File: src/hdl/gcpi_pkg.sv
`timescale 1ns / 1ps
// ----------------------------------------------------------------------------
// gcpi_pkg: shared types and constants of the game clock
// Register indexes, the settings bundle, the clock state and the request item.
// ----------------------------------------------------------------------------
package gcpi_pkg;

  localparam int unsigned TimeW  = 31;
  localparam int unsigned STimeW = 32;
  localparam int unsigned MovesW = 10;
  localparam int unsigned CfgIdxW = 3;

  typedef logic [TimeW-1:0]         ms_t;
  typedef logic signed [STimeW-1:0] sms_t;
  typedef logic [MovesW-1:0]        moves_t;

  // Configuration register indexes
  typedef enum logic [CfgIdxW-1:0] {
    CFG_MOVES_PER_PERIOD = 3'd0,
    CFG_PERIOD_TIME      = 3'd1,
    CFG_PER_MOVE_TIME    = 3'd2,
    CFG_INCREMENT        = 3'd3,
    CFG_EXPIRY_MARGIN    = 3'd4,
    CFG_INFINITE_TIME    = 3'd5
  } cfg_idx_t;

  // Request kinds
  typedef enum logic {
    MODE_START = 1'b0,
    MODE_MOVE  = 1'b1
  } mode_t;

  typedef struct packed {
    moves_t moves_per_period;
    ms_t    period_time_ms;
    ms_t    per_move_time_ms;
    ms_t    increment_ms;
    ms_t    expiry_margin_ms;
    logic   infinite_time;
  } cfg_t;

  typedef struct packed {
    sms_t   remaining_time;
    moves_t remaining_moves;
    logic   overrun_flag;
    ms_t    previous_move_time;
  } clk_state_t;

  typedef struct packed {
    mode_t mode;
    ms_t   elapsed_ms;
    logic  apply_increment;
  } item_t;

endpackage

File: src/hdl/gcpi_cfg.sv
`timescale 1ns / 1ps
// ----------------------------------------------------------------------------
// gcpi_cfg: settings register file
// Write-only registers loaded from the plain configuration write port.
// ----------------------------------------------------------------------------
module gcpi_cfg
  import gcpi_pkg::*;
(
  input  logic               clk,
  input  logic               rst_n,
  input  logic               cfg_we,
  input  logic [CfgIdxW-1:0] cfg_index,
  input  logic [TimeW-1:0]   cfg_wdata,
  output cfg_t               cfg
);

  cfg_t cfg_r;
  cfg_t cfg_nxt;

  // Register decode
  always_comb begin
    cfg_nxt = cfg_r;
    if (cfg_we) begin
      case (cfg_idx_t'(cfg_index))
        CFG_MOVES_PER_PERIOD: cfg_nxt.moves_per_period = cfg_wdata[MovesW-1:0];
        CFG_PERIOD_TIME:      cfg_nxt.period_time_ms   = cfg_wdata;
        CFG_PER_MOVE_TIME:    cfg_nxt.per_move_time_ms = cfg_wdata;
        CFG_INCREMENT:        cfg_nxt.increment_ms     = cfg_wdata;
        CFG_EXPIRY_MARGIN:    cfg_nxt.expiry_margin_ms = cfg_wdata;
        CFG_INFINITE_TIME:    cfg_nxt.infinite_time    = cfg_wdata[0];
        default:              cfg_nxt = cfg_r;
      endcase
    end
  end

  always_ff @(posedge clk) begin
    if (!rst_n) begin
      cfg_r <= '0;
    end else begin
      cfg_r <= cfg_nxt;
    end
  end

  assign cfg = cfg_r;

endmodule

File: src/hdl/gcpi_step.sv
`timescale 1ns / 1ps
// ----------------------------------------------------------------------------
// gcpi_step: clock update for one request
// Expiry check, time subtract/increment with saturation, period rollover.
// ----------------------------------------------------------------------------
module gcpi_step
  import gcpi_pkg::*;
(
  input  cfg_t       cfg,
  input  clk_state_t cur,
  input  item_t      item,
  output clk_state_t nxt
);

  localparam int unsigned WideW = STimeW + 2;

  // Clamp a 34-bit signed value to the signed 32-bit range
  function automatic sms_t sat32(input logic signed [WideW-1:0] v);
    logic signed [WideW-1:0] hi;
    logic signed [WideW-1:0] lo;
    hi = WideW'(signed'({1'b0, {(STimeW-1){1'b1}}}));
    lo = -hi - WideW'(1);
    if (v > hi)      sat32 = {1'b0, {(STimeW-1){1'b1}}};
    else if (v < lo) sat32 = {1'b1, {(STimeW-1){1'b0}}};
    else             sat32 = v[STimeW-1:0];
  endfunction

  logic signed [STimeW:0]  limit;
  logic signed [STimeW:0]  elapsed_x;
  logic                    overrun;
  logic signed [WideW-1:0] inc_x;
  logic signed [WideW-1:0] diff;
  sms_t                    after_move;
  logic signed [WideW-1:0] with_period;
  sms_t                    after_period;
  logic                    per_move_on;
  logic                    period_on;

  // Arithmetic
  always_comb begin
    limit     = {cur.remaining_time[STimeW-1], cur.remaining_time}
              + {2'b00, cfg.expiry_margin_ms};
    elapsed_x = {2'b00, item.elapsed_ms};
    overrun   = !cfg.infinite_time && (elapsed_x > limit);
    inc_x     = item.apply_increment ? {3'b000, cfg.increment_ms} : '0;
    diff      = {{2{cur.remaining_time[STimeW-1]}}, cur.remaining_time}
              - {3'b000, item.elapsed_ms} + inc_x;
    after_move  = sat32(diff);
    with_period = {{2{after_move[STimeW-1]}}, after_move} + {3'b000, cfg.period_time_ms};
    after_period = sat32(with_period);
    per_move_on = (cfg.per_move_time_ms != '0);
    period_on   = (cfg.period_time_ms != '0);
  end

  // Next state
  always_comb begin
    nxt = cur;
    case (item.mode)
      MODE_START: begin
        nxt.overrun_flag       = 1'b0;
        nxt.previous_move_time = '0;
        if (period_on) begin
          nxt.remaining_time  = {1'b0, cfg.period_time_ms};
          nxt.remaining_moves = cfg.moves_per_period;
        end else if (per_move_on) begin
          nxt.remaining_time = {1'b0, cfg.per_move_time_ms};
        end
      end
      MODE_MOVE: begin
        nxt.previous_move_time = item.elapsed_ms;
        if (overrun) begin
          nxt.overrun_flag = 1'b1;
        end
        if (per_move_on) begin
          nxt.remaining_time = {1'b0, cfg.per_move_time_ms};
        end else begin
          nxt.remaining_time = after_move;
          if (cfg.moves_per_period != '0) begin
            // Period ends on its last move, or if the count already sits at zero
            if (cur.remaining_moves <= moves_t'(1)) begin
              nxt.remaining_moves = cfg.moves_per_period;
              nxt.remaining_time  = after_period;
            end else begin
              nxt.remaining_moves = cur.remaining_moves - moves_t'(1);
            end
          end
        end
      end
      default: nxt = cur;
    endcase
  end

endmodule

File: src/hdl/game_clock_period_increment.sv
`timescale 1ns / 1ps
// ----------------------------------------------------------------------------
// game_clock_period_increment: one player's game clock
// Start and move requests update remaining time, moves and the expired flag.
// ----------------------------------------------------------------------------
// Each request passes through an input register and the clock update
// logic, and its result is then held in the output register; a new request
// is accepted every cycle as long as the result side takes results, so
// throughput is one request per cycle; the input and result registers sit
// around the single update stage. The user must write settings through
// cfg_we/cfg_index/cfg_wdata only while no request is in flight; the block
// itself does not enforce this. Indexes beyond the register list are ignored.
// ----------------------------------------------------------------------------
module game_clock_period_increment
  import gcpi_pkg::*;
(
  input  logic               clk,
  input  logic               rst_n,
  // Settings write port
  input  logic               cfg_we,
  input  logic [CfgIdxW-1:0] cfg_index,
  input  logic [TimeW-1:0]   cfg_wdata,
  // Request channel
  input  logic               in_tvalid,
  output logic               in_tready,
  input  logic [31:0]        in_tdata,   // [30:0] elapsed_ms, [31] apply_increment
  input  logic [0:0]         in_tuser,   // [0] mode
  // Result channel
  output logic               out_tvalid,
  input  logic               out_tready,
  output logic [79:0]        out_tdata   // [31:0] time_left_ms, [41:32] moves_left,
                                         // [42] expired, [73:43] last_move_ms, pad
);

  cfg_t       cfg;
  clk_state_t state_r;
  clk_state_t state_nxt;
  item_t      item_r;
  logic       item_vld_r;
  logic       res_vld_r;
  clk_state_t res_r;
  logic       advance;

  gcpi_cfg u_cfg (
    .clk       (clk),
    .rst_n     (rst_n),
    .cfg_we    (cfg_we),
    .cfg_index (cfg_index),
    .cfg_wdata (cfg_wdata),
    .cfg       (cfg)
  );

  gcpi_step u_step (
    .cfg  (cfg),
    .cur  (state_r),
    .item (item_r),
    .nxt  (state_nxt)
  );

  // Request moves on when the result register is free or being emptied
  assign advance   = item_vld_r && (!res_vld_r || out_tready);
  assign in_tready = !item_vld_r || advance;

  // Input register
  always_ff @(posedge clk) begin
    if (!rst_n) begin
      item_vld_r <= 1'b0;
    end else if (in_tready) begin
      item_vld_r <= in_tvalid;
    end
  end

  always_ff @(posedge clk) begin
    if (in_tready && in_tvalid) begin
      item_r.mode            <= mode_t'(in_tuser[0]);
      item_r.elapsed_ms      <= in_tdata[TimeW-1:0];
      item_r.apply_increment <= in_tdata[TimeW];
    end
  end

  // Clock state
  always_ff @(posedge clk) begin
    if (!rst_n) begin
      state_r <= '0;
    end else if (advance) begin
      state_r <= state_nxt;
    end
  end

  // Result register
  always_ff @(posedge clk) begin
    if (!rst_n) begin
      res_vld_r <= 1'b0;
    end else if (advance) begin
      res_vld_r <= 1'b1;
    end else if (out_tready) begin
      res_vld_r <= 1'b0;
    end
  end

  always_ff @(posedge clk) begin
    if (advance) begin
      res_r <= state_nxt;
    end
  end

  assign out_tvalid = res_vld_r;
  assign out_tdata  = {6'b0, res_r.previous_move_time, res_r.overrun_flag,
                       res_r.remaining_moves, res_r.remaining_time};

endmodule
File: config.mk
export PLATFORM = sky130hd
export DESIGN_NAME = game_clock_period_increment
export DESIGN_NICKNAME = d
export VERILOG_FILES = /design/src/hdl/gcpi_pkg.sv /design/src/hdl/gcpi_cfg.sv /design/src/hdl/gcpi_step.sv /design/src/hdl/game_clock_period_increment.sv
export SDC_FILE = /design/constraint.sdc
export NUM_CORES = 1
export LEC_CHECK = 0
export BUFFER_PORTS_ARGS = -buffer_cell sky130_fd_sc_hd__buf_2
export CAP_MARGIN = 25
export CORE_ASPECT_RATIO = 1.75
export CORE_MARGIN = 5
export CORE_UTILIZATION = 45
export DETAILED_ROUTE_END_ITERATION = 6
export SLEW_MARGIN = 15
export SYNTH_ARGS = -nofsm -noshare
export SYNTH_HDL_FRONTEND = slang
export SYNTH_SLANG_ARGS = --single-unit
File: constraint.sdc
create_clock -name clk -period 21.5 [get_ports clk]
set_input_delay 2.15 -clock clk [delete_from_list [all_inputs] [get_ports clk]]
set_output_delay 2.15 -clock clk [all_outputs]
set_load 0.02 [all_outputs]
Word level (Yosys, flattened, before mapping)
Index checks and enable logic that the tools add are counted.
{"block": "word_totals", "inputBits": 72, "latch_bits": 0, "rom_bits": 0, "ram_bits": 0, "wordCells": 71, "output_inout_bits": 82, "n_memories": 0, "regBits": 287}
{"block": "classes", "n_lt_le_gt_ge": 6, "shifts": 0, "n_bitwise": 1, "reduce_logical": 19, "n_eq_ne": 5, "n_mul": 0, "div": 0, "mux": 17, "n_addsub": 5}
{"operator": "two-way mux 32 bit", "count": 8}
{"operator": "case mux 74 bit (2 select lines)", "count": 1}
{"operator": "> comparator 34 x 32 -> 1 bit (second input constant)", "count": 2}
{"operator": "< comparator 34 x 32 -> 1 bit (second input constant)", "count": 2}
{"operator": "adder 32 x 32 -> 33 bit", "count": 2}
{"operator": "nonzero test 31 bit", "count": 2}
{"operator": "two-way mux 42 bit", "count": 1}
{"operator": "adder 34 bit", "count": 1}
{"operator": "> comparator 32 x 33 -> 1 bit", "count": 1}
{"operator": "subtractor 32 x 32 -> 33 bit", "count": 1}
{"operator": "two-way mux 31 bit", "count": 1}
{"operator": "two-way mux 10 bit", "count": 3}
{"operator": "AND reduction 2 bit", "count": 6}
{"operator": "less-or-equal comparator 10 x 1 -> 1 bit (second input constant)", "count": 1}
{"operator": "nonzero test 10 bit", "count": 1}
{"operator": "subtractor 10 x 1 -> 10 bit (second input constant)", "count": 1}
{"operator": "equality test 3 x 2 -> 1 bit (second input constant)", "count": 2}
{"operator": "equality test 3 bit (second input constant)", "count": 2}
{"operator": "equality test 3 x 1 -> 1 bit (second input constant)", "count": 1}
{"operator": "logical AND 1 bit", "count": 3}
{"operator": "logical NOT 1 bit", "count": 3}
{"operator": "logical NOT 3 bit", "count": 1}
{"operator": "two-way mux 1 bit", "count": 3}
{"operator": "logical OR 1 bit", "count": 2}
{"operator": "other kinds (2)", "count": 2}

Longest topological paths before layout
{"block": "depth", "word_depth": 13, "ltp_mapped": 43, "depth_no_buf": 38}

Cells and area by module
From an unflattened synthesis, not the netlist that was laid out.
{"block": "unflattened", "hier_cells": 2316, "area_unflattened_um2": 20483.4}
{"module": "gcpi_step", "area_each_um2": 9268.9, "seq_area_each_um2": 0.0, "n_inst": 1, "cells_each": 1395}
{"module": "game_clock_period_increment", "area_each_um2": 6314.8, "seq_area_each_um2": 4734.5, "n_inst": 1, "cells_each": 445}
{"module": "gcpi_cfg", "area_each_um2": 4899.7, "seq_area_each_um2": 2702.6, "n_inst": 1, "cells_each": 476}

Least setup slack after synthesis
No wires, ideal clock.
{"block": "synth_timing", "path_type": "reg2reg", "start": "register item_r[2] in the netlist's numbering", "end": "register res_r, in the netlist out_tdata[18] (data pin)", "required_time_ps": 21241, "setup_slack_ps": 13372, "arrival_time_ps": 7869, "path_stages_with_launch": 39, "setup_time_ps": 259, "path_cell_list": "edfxtp_1 inv_1 ha_1 nor2b_2 o2111ai_2 a41oi_2 a31oi_2 o21bai_1 a21oi_1 o21ai_0 a41o_1 o41ai_1 xnor2_1 ha_1 a21o_1 a21o_1 a21o_1 a211oi_1 (+3 left out) a21oi_1 buf_2 buf_2 buf_2 nand2_1 ha_1 clkbuf_2 nand2_1 nor4_1 o2111ai_1 a41oi_2 a21bo_2 nor3_1 o2111a_1 a211oi_2 buf_4 a221oi_1 or2_1"}
{"item": "from (decl)", "line": "game_clock_period_increment.sv:38", "rtl": "item_t item_r;"}
{"item": "to (signal assigned)", "line": "game_clock_period_increment.sv:103", "rtl": "res_r <= state_nxt;"}
{"item": "to (decl)", "line": "game_clock_period_increment.sv:41", "rtl": "clk_state_t res_r;"}

==> reports/metrics.csv <==
stage,metric,value,unit
outcome,status,"complete, no violations",
floorplan,row_count,102,
clock_tree,cts.repair.resized,0,
routing,drt_first_pass_iters,5,
yosys,async_flop_share,0,%
power,irDropWorstVdd,0.0000590,V
sta,setup-violations-final,0,
clock_tree,numCtsBuffers,30,
finish,fillers,4308,
finish,final_cell_mix,"nand2_1, dfxtp_1, a21oi_1",
setup_path,crit_fanout,39,
setup_path,rr_worst_depth,33,
grt,grt_pass1_wl,107000,um
yosys,syn_inst,2414,
clock_tree,clk_pin_slew_worst_paths,0.06,ns
clock_tree,insertion_delay,0.61,ns
sta,slew_viol_final,0,
power,leakage,0.00921,uW
placed_design,io_buffers,147,
worst_hold_path,min_from,u_cfg.cfg[44],
yosys,synth_area_leaders,"dfxtp_1, edfxtp_1, ha_1",
grt,antenna_found_initial,1,
routing,drt_iter0_markers,1415,
yosys,ys_ff_latch,287,
routing,vias,18500,
routing,wl_per_cell,23.2,um
yosys,ys_types,96,
setup_path,critical_path.slowest_cell,a2111oi_1,
grt,grt_usage,28.6,%
finish,antennaDiodeCount,0,
sta,min_period,9.97,ns
finish,num-nets-final,2739,
routing,route.detailed.drc,0,
setup_path,crit_path_end_kind,register,
clock_tree,cts_tree,built,
worst_hold_path,worstHoldPathCells,2,
setup_path,required,21.84,ns
yosys,synth_ff_type,dfxtp_1,
setup_path,cp.arrival,10.30,ns
floorplan,io_pins,154,
finish,drive_gt1_share,10.9,%
yosys,netlist_area,19900,um^2
setup_path,regToRegStartpoint,state_r[43],
grt,grt_pass1_vias,18300,
routing,antenna_left,0,
floorplan,dieArea,48700,um^2
floorplan,initial_core_util,45.2,%
sta,slew_headroom,30.9,%
yosys,yosys_warnings,0,
worst_hold_path,hold_class,register to register,
clock_tree,h-tree-depth,1,
yosys,synth-edff-count,107,
grt,grt_max_degree,77,
clock_tree,cts_setup_buffers,0,
clock_tree,cts.path.max_buffers,3,
setup_path,crit_type,register to register,
run,max-cap-violations,0,
finish,layout_commonest_cell,nand2_1,
setup_path,critPathMaxStageDelay,0.60,ns
routing,routed_wl,71800,um
grt,globalRouteOverflowTotal,0,
yosys,avgSynthCellArea,8.24,um^2
finish,final_cells,3099,
power,power_density,74.7,nW/um^2
yosys,netlist.area_leader.share,18.1,%
clock_tree,cts-root-buf,clkbuf_16,
placed_design,gp_routability_congestion,0.975,
sta,skew,0.0267,ns
finish,area_delta_synth_final,11.0,%
sta,setup_tns,0,ns
setup_path,r2r-end,out_tdata[1],
sta,worstMarginPinSlew,1.03,ns
floorplan,die-height,288,um
routing,avgViaCountPerCell,5.96,
floorplan,dieWidth,169,um
setup_path,ff2ff_setup_slack,11.53,ns
placed_design,place_inst,3042,
sta,period_share,46.4,%
sta,fmax,100,MHz
floorplan,core_area,44000,um^2
yosys,ys_seq_area_share,34.3,%
clock_tree,clock-sinks,287,
setup_path,startpoint_type,register,
sta,hold_violations,0,
clock_tree,holdBufCountCts,0,
yosys,yosys.area.top_type,dfxtp_1,
worst_hold_path,worstHoldEndpoint,u_cfg.cfg[44],
sta,grt_setup_unrepaired,false,
placed_design,hpwl,54600,um
[metrics by stage]
stage / setup slack [ns] / utilization [%] / area, um^2 / hold WS (ns) / power [uW]
final: 11.53 / 50.1 / 22100 / 0.459 / 1650
after global routing: 10.88 / 50.1 / 22100 / 0.485 / 1720
after CTS: 11.64 / 50.1 / 22100 / 0.463 / 1650
after detailed placement: 11.71 / 47.9 / 21100 / 0.455 / 1120
after global placement: 11.69 / 47.8 / 21100 / 0.448 / 1120
after floorplan: 13.37 / - / 19900 / 0.439 / 965
[metal layers]
layer | share of wire [%] | vias to the layer above | track usage [%]
met5 | 0 | - | 0
met4 | 4.1 | 0 | 10.9
met3 | 5.6 | 130 | 3.46
met2 | 52 | 626 | 53.6
met1 | 38 | 8872 | 32.8
li1 | - | 8838 | -
[where the power goes]
part           internal (uW)  total, uW  switching, uW
registers                594        618           23.9
clock network            293        531            238
logic                    173        501            328
[flip-flops by register name (all words and copies together), names as in the netlist]
signal      flops
u_cfg.cfg     135
out_tdata      74
out_tvalid      1
item_vld_r      1
item_r         33
state_r        43
[worst max path at each step]
stage | from | end | slack, ns | cells past startpoint
floorplan | item_r[2] | out_tdata[18] | 13.37 | 38
CTS | state_r[43] | out_tdata[1] | 11.64 | 33
global route | state_r[43] | out_tdata[1] | 10.88 | 33
finish | state_r[43] | out_tdata[1] | 11.53 | 33
detailed placement | state_r[43] | out_tdata[1] | 11.71 | 33
global placement | state_r[43] | out_tdata[3] | 11.69 | 33
[final cells by class]
class	count	area, um^2	share of cell area [%]
Timing Repair Buffer	170	920	4.17
Tap cell	572	716	3.24
Clock inverter	15	98.8	0.448
Multi-Input combinational cell	1932	12300	55.8
Inverter	82	310	1.41
Clock buffer	41	897	4.06
Sequential cell	287	6820	30.9
[critical path: cells and delay by family (launching register included)]
family | cells | cell delay (ns)
buffers and inverters | 2 | 0.78
AOI/OAI and AO/OA | 20 | 5.78
xor gates and xnor gates | 1 | 0.14
adders and majority gates | 3 | 1.20
and+or+nand+nor | 7 | 1.30
DFF | 1 | 0.49
[Yosys cell counts, types with 6 or more instances]
library cell / instances
nor2_1: 165
nor3b_1: 9
nand2_1: 464
nor2b_1: 16
nand3_1: 55
or2_2: 7
xor2_1: 34
nor3_1: 35
a221oi_1: 6
mux2i_1: 7
xnor2_1: 71
o22ai_1: 20
ha_1: 160
nand2b_1: 21
and3_1: 12
o21bai_1: 21
o21ba_2: 7
nand4_1: 27
o21ai_1: 6
o211ai_1: 14
o41ai_1: 6
edfxtp_1: 107
a21oi_1: 179
a31oi_1: 22
buf_4: 7
o21ai_0: 100
a21o_1: 61
o31ai_1: 11
clkbuf_1: 87
o21a_1: 35
nor4_1: 21
a21boi_0: 145
buf_2: 16
dfxtp_1: 180
a211oi_1: 15
a221o_1: 11
or3_1: 7
and2_1: 45
inv_1: 82
[cell families (layout without fill, tap and decap cells)]
logic type               count (synthesis)  after routing  synth area share (%)
adder cells (fa/ha/maj)                164            164                  10.5
buffers and inverters                  200            308                  4.10
flip-flops                             287            287                  34.3
AO/OA/AOI/OAI                          742            742                  25.7
multiplexers                             7              7                 0.352
other                                    1              6                0.0189
AND/OR/NAND/NOR                        908            908                  20.4
XOR/XNOR                               105            105                  4.62
(Power assumes the default switching activity.)
